## config.mk

```make
export PLATFORM = sky130hd
export DESIGN_NAME = tap_clock_period_tracker_core
export DESIGN_NICKNAME = d
export VERILOG_FILES = /design/src/hdl/tpt_pkg.sv /design/src/hdl/tpt_tol_check.sv /design/src/hdl/tpt_out_buf.sv /design/src/hdl/tap_clock_period_tracker_core.sv
export SDC_FILE = /design/constraint.sdc
export NUM_CORES = 2
export LEC_CHECK = 0
export BUFFER_PORTS_ARGS = -buffer_cell sky130_fd_sc_hd__buf_4
export CORE_ASPECT_RATIO = 1.5
export CORE_MARGIN = 2
export CORE_UTILIZATION = 40
export DETAILED_ROUTE_END_ITERATION = 16
export PLACE_DENSITY = 0.57
export SKIP_CTS_REPAIR_TIMING = 1
export SYNTH_ARGS = -nofsm -noshare
export SYNTH_HDL_FRONTEND = slang
export SYNTH_SLANG_ARGS = --single-unit
```

## constraint.sdc

```tcl
create_clock -name clk_i -period 23.4 [get_ports clk_i]
set_input_delay 1.17 -clock clk_i [delete_from_list [all_inputs] [get_ports clk_i]]
set_output_delay 1.17 -clock clk_i [all_outputs]
set_load 0.01 [all_outputs]
```

## src/hdl/tpt_pkg.sv

```systemverilog
package tpt_pkg;

  // Counter and history geometry
  localparam int COUNT_WIDTH  = 32;
  localparam int HISTORY_BITS = 13;

  // Fixed field widths
  localparam int PERIOD_W  = 32;
  localparam int TOL_W     = 6;
  localparam int PATTERN_W = 13;
  localparam int PAT_EXT_W = 16;  // widest history the pattern compare supports
  localparam int PROD_W    = COUNT_WIDTH + 8;

  // APB geometry
  localparam int APB_DATA_W = 32;
  localparam int APB_ADDR_W = 4;

  // Percent scale for the tolerance cross-multiplication
  localparam logic [7:0] PCT_SCALE = 8'd100;

  // Reset values of the configuration registers
  localparam logic [TOL_W-1:0]     TOL_RESET        = 6'd1;
  localparam logic [PATTERN_W-1:0] JACK_PAT_RESET   = 13'd8190;
  localparam logic [PATTERN_W-1:0] BUTTON_PAT_RESET = 13'd7936;

  typedef enum logic [1:0] {
    REQ_TICK   = 2'd0,
    REQ_JACK   = 2'd1,
    REQ_BUTTON = 2'd2
  } req_type_e;

  typedef enum logic [1:0] {
    REG_TOLERANCE  = 2'd0,
    REG_JACK_PAT   = 2'd1,
    REG_BUTTON_PAT = 2'd2
  } reg_idx_e;

  localparam logic PING_JACK   = 1'b0;
  localparam logic PING_BUTTON = 1'b1;

  typedef struct packed {
    logic                ping_detected;
    logic                ping_source;
    logic                period_adopted;
    logic [PERIOD_W-1:0] period_value;
  } result_t;

endpackage

```

## src/hdl/tpt_tol_check.sv

```systemverilog
module tpt_tol_check (
  input  logic [tpt_pkg::COUNT_WIDTH-1:0] capture_i,
  input  logic [tpt_pkg::COUNT_WIDTH-1:0] period_i,
  input  logic [tpt_pkg::TOL_W-1:0]       tol_i,
  output logic                            outside_o
);

  logic [7:0]                   scale_hi;
  logic [7:0]                   scale_lo;
  logic [tpt_pkg::PROD_W-1:0]   lhs;
  logic [tpt_pkg::PROD_W-1:0]   bound_hi;
  logic [tpt_pkg::PROD_W-1:0]   bound_lo;

  // Compare 100*c against (100 +/- tol)*p exactly
  assign scale_hi = tpt_pkg::PCT_SCALE + {2'b00, tol_i};
  assign scale_lo = tpt_pkg::PCT_SCALE - {2'b00, tol_i};

  assign lhs      = tpt_pkg::PROD_W'(capture_i) * tpt_pkg::PROD_W'(tpt_pkg::PCT_SCALE);
  assign bound_hi = tpt_pkg::PROD_W'(period_i) * tpt_pkg::PROD_W'(scale_hi);
  assign bound_lo = tpt_pkg::PROD_W'(period_i) * tpt_pkg::PROD_W'(scale_lo);

  assign outside_o = (lhs > bound_hi) || (lhs < bound_lo);

endmodule

```

## src/hdl/tpt_out_buf.sv

```systemverilog
module tpt_out_buf (
  input  logic             clk_i,
  input  logic             rst_ni,
  input  logic             push_valid_i,
  output logic             push_stall_o,
  input  tpt_pkg::result_t push_data_i,
  output logic             pop_valid_o,
  input  logic             pop_stall_i,
  output tpt_pkg::result_t pop_data_o
);

  logic             main_valid_q;
  logic             skid_valid_q;
  tpt_pkg::result_t main_q;
  tpt_pkg::result_t skid_q;
  logic             push;
  logic             pop;

  assign push_stall_o = skid_valid_q;
  assign push         = push_valid_i && !skid_valid_q;
  assign pop          = main_valid_q && !pop_stall_i;
  assign pop_valid_o  = main_valid_q;
  assign pop_data_o   = main_q;

  always_ff @(posedge clk_i or negedge rst_ni) begin
    if (!rst_ni) begin
      main_valid_q <= 1'b0;
      skid_valid_q <= 1'b0;
    end else if (skid_valid_q) begin
      if (pop) begin
        skid_valid_q <= 1'b0;
      end
    end else if (push) begin
      if (main_valid_q && !pop) begin
        skid_valid_q <= 1'b1;
      end else begin
        main_valid_q <= 1'b1;
      end
    end else if (pop) begin
      main_valid_q <= 1'b0;
    end
  end

  always_ff @(posedge clk_i) begin
    if (skid_valid_q) begin
      if (pop) begin
        main_q <= skid_q;
      end
    end else if (push) begin
      if (main_valid_q && !pop) begin
        skid_q <= push_data_i;
      end else begin
        main_q <= push_data_i;
      end
    end
  end

endmodule

```

## src/hdl/tap_clock_period_tracker_core.sv

```systemverilog
// Tap-tempo clock period tracker.
//
// Input channel (in_valid_i / in_stall_o): one transfer per timer tick, clock
// jack sample or tap button sample (req_type_i), with the raw pin in level_i.
// Output channel (out_valid_o / out_stall_i): one result transfer per input
// transfer, in order: ping flags and the stored period after that item.
// Configuration goes through the APB port: tolerance at 0x0, jack pattern at
// 0x4, button pattern at 0x8; pready is tied high, writes land on the access
// cycle. Write configuration only while no results are outstanding.
// Each result is registered into the output buffer when its input is accepted.
// Throughput: one item per cycle while in_stall_o is low; the state update (history
// shift, pattern compare, saturating counter and the tolerance cross-multiply) is
// combinational between the state registers and the result register.
// A two-entry output buffer absorbs a receiver stall; in_stall_o rises only
// once both entries hold results, and results are never dropped.
// Reset clears histories, elapsed count and period, and restores tolerance 1,
// jack pattern 8190 and button pattern 7936.
module tap_clock_period_tracker_core (
  input  logic                           clk_i,
  input  logic                           rst_ni,
  // APB configuration port
  input  logic                           psel,
  input  logic                           penable,
  input  logic                           pwrite,
  input  logic [tpt_pkg::APB_ADDR_W-1:0] paddr,
  input  logic [tpt_pkg::APB_DATA_W-1:0] pwdata,
  output logic [tpt_pkg::APB_DATA_W-1:0] prdata,
  output logic                           pready,
  // input channel
  input  logic                           in_valid_i,
  output logic                           in_stall_o,
  input  logic [1:0]                     req_type_i,
  input  logic                           level_i,
  // result channel
  output logic                           out_valid_o,
  input  logic                           out_stall_i,
  output logic                           ping_detected_o,
  output logic                           ping_source_o,
  output logic                           period_adopted_o,
  output logic [tpt_pkg::PERIOD_W-1:0]   period_value_o
);

  localparam int CW = tpt_pkg::COUNT_WIDTH;
  localparam int HW = tpt_pkg::HISTORY_BITS;

  // Configuration registers
  logic [tpt_pkg::TOL_W-1:0]     tol_q;
  logic [tpt_pkg::PATTERN_W-1:0] jack_pat_q;
  logic [tpt_pkg::PATTERN_W-1:0] button_pat_q;

  // Tracker state
  logic [HW-1:0] jack_hist_q, jack_hist_d;
  logic [HW-1:0] button_hist_q, button_hist_d;
  logic [CW-1:0] elapsed_q, elapsed_d;
  logic [CW-1:0] period_q, period_d;

  logic                  cfg_write;
  tpt_pkg::reg_idx_e     cfg_idx;
  logic                  accept;
  logic                  outside;
  logic [HW-1:0]         jack_shift;
  logic [HW-1:0]         button_shift;
  logic [tpt_pkg::PAT_EXT_W-1:0] jack_pat_ext;
  logic [tpt_pkg::PAT_EXT_W-1:0] button_pat_ext;
  tpt_pkg::result_t      result;
  tpt_pkg::result_t      out_data;

  // ---------------------------------------------------------------------------
  // APB register file
  // ---------------------------------------------------------------------------
  assign pready    = 1'b1;
  assign cfg_idx   = tpt_pkg::reg_idx_e'(paddr[3:2]);
  assign cfg_write = psel && penable && pwrite && pready;

  always_ff @(posedge clk_i or negedge rst_ni) begin
    if (!rst_ni) begin
      tol_q        <= tpt_pkg::TOL_RESET;
      jack_pat_q   <= tpt_pkg::JACK_PAT_RESET;
      button_pat_q <= tpt_pkg::BUTTON_PAT_RESET;
    end else if (cfg_write) begin
      unique case (cfg_idx)
        tpt_pkg::REG_TOLERANCE:  tol_q        <= pwdata[tpt_pkg::TOL_W-1:0];
        tpt_pkg::REG_JACK_PAT:   jack_pat_q   <= pwdata[tpt_pkg::PATTERN_W-1:0];
        tpt_pkg::REG_BUTTON_PAT: button_pat_q <= pwdata[tpt_pkg::PATTERN_W-1:0];
        default: ;  // unmapped offset: drop the write
      endcase
    end
  end

  always_comb begin
    unique case (cfg_idx)
      tpt_pkg::REG_TOLERANCE:  prdata = tpt_pkg::APB_DATA_W'(tol_q);
      tpt_pkg::REG_JACK_PAT:   prdata = tpt_pkg::APB_DATA_W'(jack_pat_q);
      tpt_pkg::REG_BUTTON_PAT: prdata = tpt_pkg::APB_DATA_W'(button_pat_q);
      default:                 prdata = '0;
    endcase
  end

  // ---------------------------------------------------------------------------
  // Single-pass state update
  // ---------------------------------------------------------------------------
  assign accept = in_valid_i && !in_stall_o;

  // Shift an inactive pin in as 1, an active one as 0
  assign jack_shift   = {jack_hist_q[HW-2:0], ~level_i};
  assign button_shift = {button_hist_q[HW-2:0], ~level_i};

  // Compare only the low history bits of each pattern
  assign jack_pat_ext   = tpt_pkg::PAT_EXT_W'(jack_pat_q);
  assign button_pat_ext = tpt_pkg::PAT_EXT_W'(button_pat_q);

  tpt_tol_check u_tol_check (
    .capture_i (elapsed_q),
    .period_i  (period_q),
    .tol_i     (tol_q),
    .outside_o (outside)
  );

  always_comb begin
    jack_hist_d           = jack_hist_q;
    button_hist_d         = button_hist_q;
    elapsed_d             = elapsed_q;
    period_d              = period_q;
    result.ping_detected  = 1'b0;
    result.ping_source    = tpt_pkg::PING_JACK;
    result.period_adopted = 1'b0;

    unique case (tpt_pkg::req_type_e'(req_type_i))
      tpt_pkg::REQ_TICK: begin
        // Saturate at all ones
        if (elapsed_q != '1) begin
          elapsed_d = elapsed_q + CW'(1);
        end
      end
      tpt_pkg::REQ_JACK: begin
        jack_hist_d = jack_shift;
        if (jack_shift == jack_pat_ext[HW-1:0]) begin
          result.ping_detected = 1'b1;
          elapsed_d            = '0;
          // Adopt the capture only on a change beyond the tolerance band
          if (outside) begin
            period_d              = elapsed_q;
            result.period_adopted = 1'b1;
          end
        end
      end
      tpt_pkg::REQ_BUTTON: begin
        button_hist_d = button_shift;
        if (button_shift == button_pat_ext[HW-1:0]) begin
          result.ping_detected  = 1'b1;
          result.ping_source    = tpt_pkg::PING_BUTTON;
          result.period_adopted = 1'b1;
          period_d              = {elapsed_q[CW-1:3], 3'b000};
          elapsed_d             = '0;
        end
      end
      default: ;  // unused request code: hold everything
    endcase

    result.period_value = tpt_pkg::PERIOD_W'(period_d);
  end

  always_ff @(posedge clk_i or negedge rst_ni) begin
    if (!rst_ni) begin
      jack_hist_q   <= '0;
      button_hist_q <= '0;
      elapsed_q     <= '0;
      period_q      <= '0;
    end else if (accept) begin
      jack_hist_q   <= jack_hist_d;
      button_hist_q <= button_hist_d;
      elapsed_q     <= elapsed_d;
      period_q      <= period_d;
    end
  end

  // ---------------------------------------------------------------------------
  // Result register with skid entry
  // ---------------------------------------------------------------------------
  tpt_out_buf u_out_buf (
    .clk_i        (clk_i),
    .rst_ni       (rst_ni),
    .push_valid_i (in_valid_i),
    .push_stall_o (in_stall_o),
    .push_data_i  (result),
    .pop_valid_o  (out_valid_o),
    .pop_stall_i  (out_stall_i),
    .pop_data_o   (out_data)
  );

  assign ping_detected_o  = out_data.ping_detected;
  assign ping_source_o    = out_data.ping_source;
  assign period_adopted_o = out_data.period_adopted;
  assign period_value_o   = out_data.period_value;

  // ---------------------------------------------------------------------------
  // Assertions
  // ---------------------------------------------------------------------------
  // The period only moves on an accepted item that reports an adoption
  a_period_change: assert property (@(posedge clk_i) disable iff (!rst_ni)
    !$stable(period_q) |-> $past(accept && result.period_adopted))
    else $error("period changed without an adopting transfer");

  // A detected ping restarts the elapsed count
  a_ping_clears: assert property (@(posedge clk_i) disable iff (!rst_ni)
    accept && result.ping_detected |=> elapsed_q == '0)
    else $error("elapsed count not cleared after ping");

  // Source and adoption flags stay low without a ping
  a_no_ping_flags: assert property (@(posedge clk_i) disable iff (!rst_ni)
    out_valid_o && !ping_detected_o |-> !ping_source_o && !period_adopted_o)
    else $error("flags set on a result without a ping");

  // The input side stalls only while the output side holds a result
  a_stall_backed: assert property (@(posedge clk_i) disable iff (!rst_ni)
    in_stall_o |-> out_valid_o)
    else $error("input stalled with an empty result register");

endmodule

```

==> flow_metrics.env <==
export IMPL_cts_buffer_depth=3
export IMPL_numCtsBuffers=25
export IMPL_floorplan_die_height_um=347
export IMPL_cp_common_cell="fa_1"
export IMPL_worst_setup_hold_path_clk_slew_ps=80
export IMPL_met2_layer_usage_reported_by_global_route_pct=40.1
export IMPL_design_die_area_um2=80900
export IMPL_vdd_ir_drop_max_uv=158
export IMPL_hold_violations=0
export IMPL_max_slew_worst_pin_slew_ps=1150
export IMPL_seqCellArea_um2=5180
export IMPL_critPathLaunch="tol_q[2]"
export IMPL_gr_usage_met1_pct=26.2
export IMPL_dr_first_iter_drc_count=1120
export IMPL_start_util_pct=40.5
export IMPL_sinks_on_the_clock_net=192
export IMPL_post_drt_wl_per_cell_um=18.3
export IMPL_drtPass1Iterations=5
export IMPL_combPwrFrac_pct=77.5
export IMPL_core_area_um2=77600
export IMPL_power_static_leakage_nw=16.6
export IMPL_power_internal_mw=2.00
export IMPL_final_util_pct=43.2
export IMPL_drive_above_1_share_pct=7.10
export IMPL_synth_top_cell_by_area="fa_1"
export IMPL_clock_insertion_delay_worst_skew_ps=510
export IMPL_timing_max_slew_rel_slack_pct=22.9
export IMPL_dp_worst_setup_slack_ps=12190
export IMPL_multi_input_comb_area_um2=23200
export IMPL_synth_edf_count=70
export IMPL_worst_r2r_path_depth=34
export IMPL_power_per_cell_area_nw_per_um2=129
export IMPL_fin_worst_skew_ps=29.9
export IMPL_run_status="finished, final reports clean"
export IMPL_totalPowerFinal_mw=4.34
export IMPL_wire_length_of_the_first_global_routing_pass_um=139000
export IMPL_syn_cell_area_um2=31400
export IMPL_max_freq_ghz=0.0890
export IMPL_hold_path_class="input port to async pin"
export IMPL_largest_net_degree_at_the_start_of_global_routing=78
export IMPL_place_congestion=0.860
export IMPL_critical_path_required_ps=23660
export IMPL_final_common_cell="inv_1"
export IMPL_crit_reg2reg_launch="tol_q[2]"
export IMPL_clkPwrFrac_pct=8.0
export IMPL_syn_area_cell_um2=8.54
export IMPL_synth_async_reset_ratio_pct=63.5
export IMPL_power_frac_seq_pct=14.5
export IMPL_buffer_ports_inserted=74
export IMPL_num_io_pins=116
export IMPL_fillers=7931
export IMPL_critical_path_startpoint_type="flop"
export IMPL_timing_setup_critical_path_class="flop to flop"
export IMPL_vias=24800
export IMPL_viasPerCell=5.34
export IMPL_syn_instance_count=3681
export IMPL_cts_max_level=4
export IMPL_first_global_vias=26200
export IMPL_synthesis_stage_register_bit_count=192
export IMPL_tritoncts="yes"
export IMPL_finalMaxSlewViolations=0
export IMPL_cp_slowest_stage_delay_ps=850
export IMPL_r2r_end="u_out_buf.skid_q[1]"
export IMPL_final_worst_path_cycle_share_pct=48.0
export IMPL_synth_sequential_area_ratio_pct=16.5
export IMPL_holdWs_ps=508
export IMPL_gr_max_usage_layer="met2"
export IMPL_reg2reg_setup_slack_ps=12170
export IMPL_endpoint_kind="flop"
export IMPL_switching_share_pct=53.8
export IMPL_finalSetupViolations=0
export IMPL_ant_nets=0
export IMPL_postLayoutSetupSlackWorst_ps=12170
export IMPL_timing_max_cap_violations=0
export IMPL_clk_root_buffer_cell="clkbuf_16"
export IMPL_layout_cells_most_common_list="614 x inv_1, 357 x fa_1, 330 x ha_1"
export IMPL_grt_met3_usage_pct=1.56
export IMPL_placement_cell_area_um2=32800
export IMPL_track_usage_pct=21.7
export IMPL_row_count=125
export IMPL_areaGrowthSynthToFinish_pct=6.73
export IMPL_die_w_um=233
export IMPL_postRouteWirelength_um=84800
export IMPL_cp_max_fo=58
export IMPL_fin_nets=4350
export IMPL_grt_setup_unrepaired="false"
export IMPL_critical_path_slowest_cell="xor2_4"
export IMPL_synth_top_area_share_pct=22.7
export IMPL_drc=0
export IMPL_finish_cell_count_without_fillers=4639
export IMPL_final_area_um2=33500
export IMPL_synthesis_yosys_warnings=0
export IMPL_post_synth_num_cell_types=81
export IMPL_numPlacedInstances=4605
export IMPL_setup_tns_final_ps=0
export IMPL_switchingPower_mw=2.34
export IMPL_worstPathArrival_ps=11490
export IMPL_synth_ff_type="dfrtp_1"
export IMPL_post_synth_main_area_contributors="fa_1 23%, ha_1 13%, dfrtp_1 8.3%"
export IMPL_detailed_place_hpwl_um=66600
export IMPL_overflow=0
export IMPL_fin_crit_ps=11230
export IMPL_antenna_found_initial=2
==> final cells by class <==
class / count / share of cell area [%]
multi-input combinational: 2665 / 69.2
sequential: 192 / 15.4
inverter: 617 / 6.91
tap: 1016 / 3.79
timing repair buffer: 115 / 2.57
clock buffer: 28 / 1.96
clock inverter: 5 / 0.157
antenna: 1 / 0.00746
==> flip-flops by register name (all words and copies together) (netlist names), 6 cells and up <==
name / flops
button_hist_q: 12
button_pat_q: 13
elapsed_q: 32
jack_hist_q: 12
jack_pat_q: 13
period_q: 32
tol_q: 6
u_out_buf.pop_data_o: 35
u_out_buf.skid_q: 35
==> power groups by stage <==
stage | Clock, mW | Sequential (mW) | Combinational (mW)
finish | 0.347 | 0.628 | 3.37
global placement | 0 | 0.630 | 3.35
detailed placement | 0 | 0.630 | 3.36
global route | 0.365 | 0.640 | 3.85
CTS | 0.356 | 0.626 | 3.40
floorplan | 0 | 0.524 | 2.51
==> cells by family (layout without fill, tap and decap cells) <==
logic type / Yosys count / after routing / share of synthesized area [%]
flip-flops: 192 / 192 / 16.5
multiplexers: 92 / 92 / 3.15
buffers and inverters: 842 / 765 / 10.4
AO/OA/AOI/OAI: 662 / 662 / 13.5
AND/OR/NAND/NOR: 1058 / 1058 / 16.5
XOR/XNOR: 145 / 145 / 4.04
adder cells (fa/ha/maj): 688 / 688 / 35.9
other: 2 / 21 / 0.0239
==> critical path, delay by kind of cell (launching register included) <==
kind | cells | cell delay, ps
AO/OA/AOI/OAI | 13 | 3120
XOR/XNOR | 2 | 980
adder cells (fa/ha/maj) | 7 | 3000
buffers and inverters | 5 | 1700
flip-flops | 1 | 320
AND/OR/NAND/NOR | 7 | 1770
==> cells in the mapped netlist (all sizes together) (18+ instances only) <==
cell type  number
fa            357
o21ai         122
mux2i          38
edfxtp         70
a21o           57
a21oi         232
clkbuf        180
xor2           56
buf            45
a41o           27
nand3          34
o21a           20
and2          211
o22ai          30
nor2          246
dfrtp         104
dfstp          18
a211oi         41
nor2b         108
o31ai          34
nand2b         21
mux2           54
ha            331
nand2         322
inv           617
xnor2          89
nand4          31
nor3           24
==> routing by layer <==
layer  up-vias  routed length [um]  share of wire (%)
met2       549               44400                 52
met4         0                2760                3.3
li1      11800                   -                  -
met5         -                   0                  0
met3       139                2900                3.4
met1     12300               34800                 41
==> worst max path at each step <==
stage / endpoint / slack [ps]
floorplan: u_out_buf.pop_data_o[10] / 14860
global placement: u_out_buf.skid_q[1] / 12180
detailed placement: u_out_buf.skid_q[1] / 12190
CTS: u_out_buf.skid_q[1] / 12150
global route: u_out_buf.skid_q[1] / 11570
finish: u_out_buf.skid_q[1] / 12170
(Power assumes the default switching activity.)
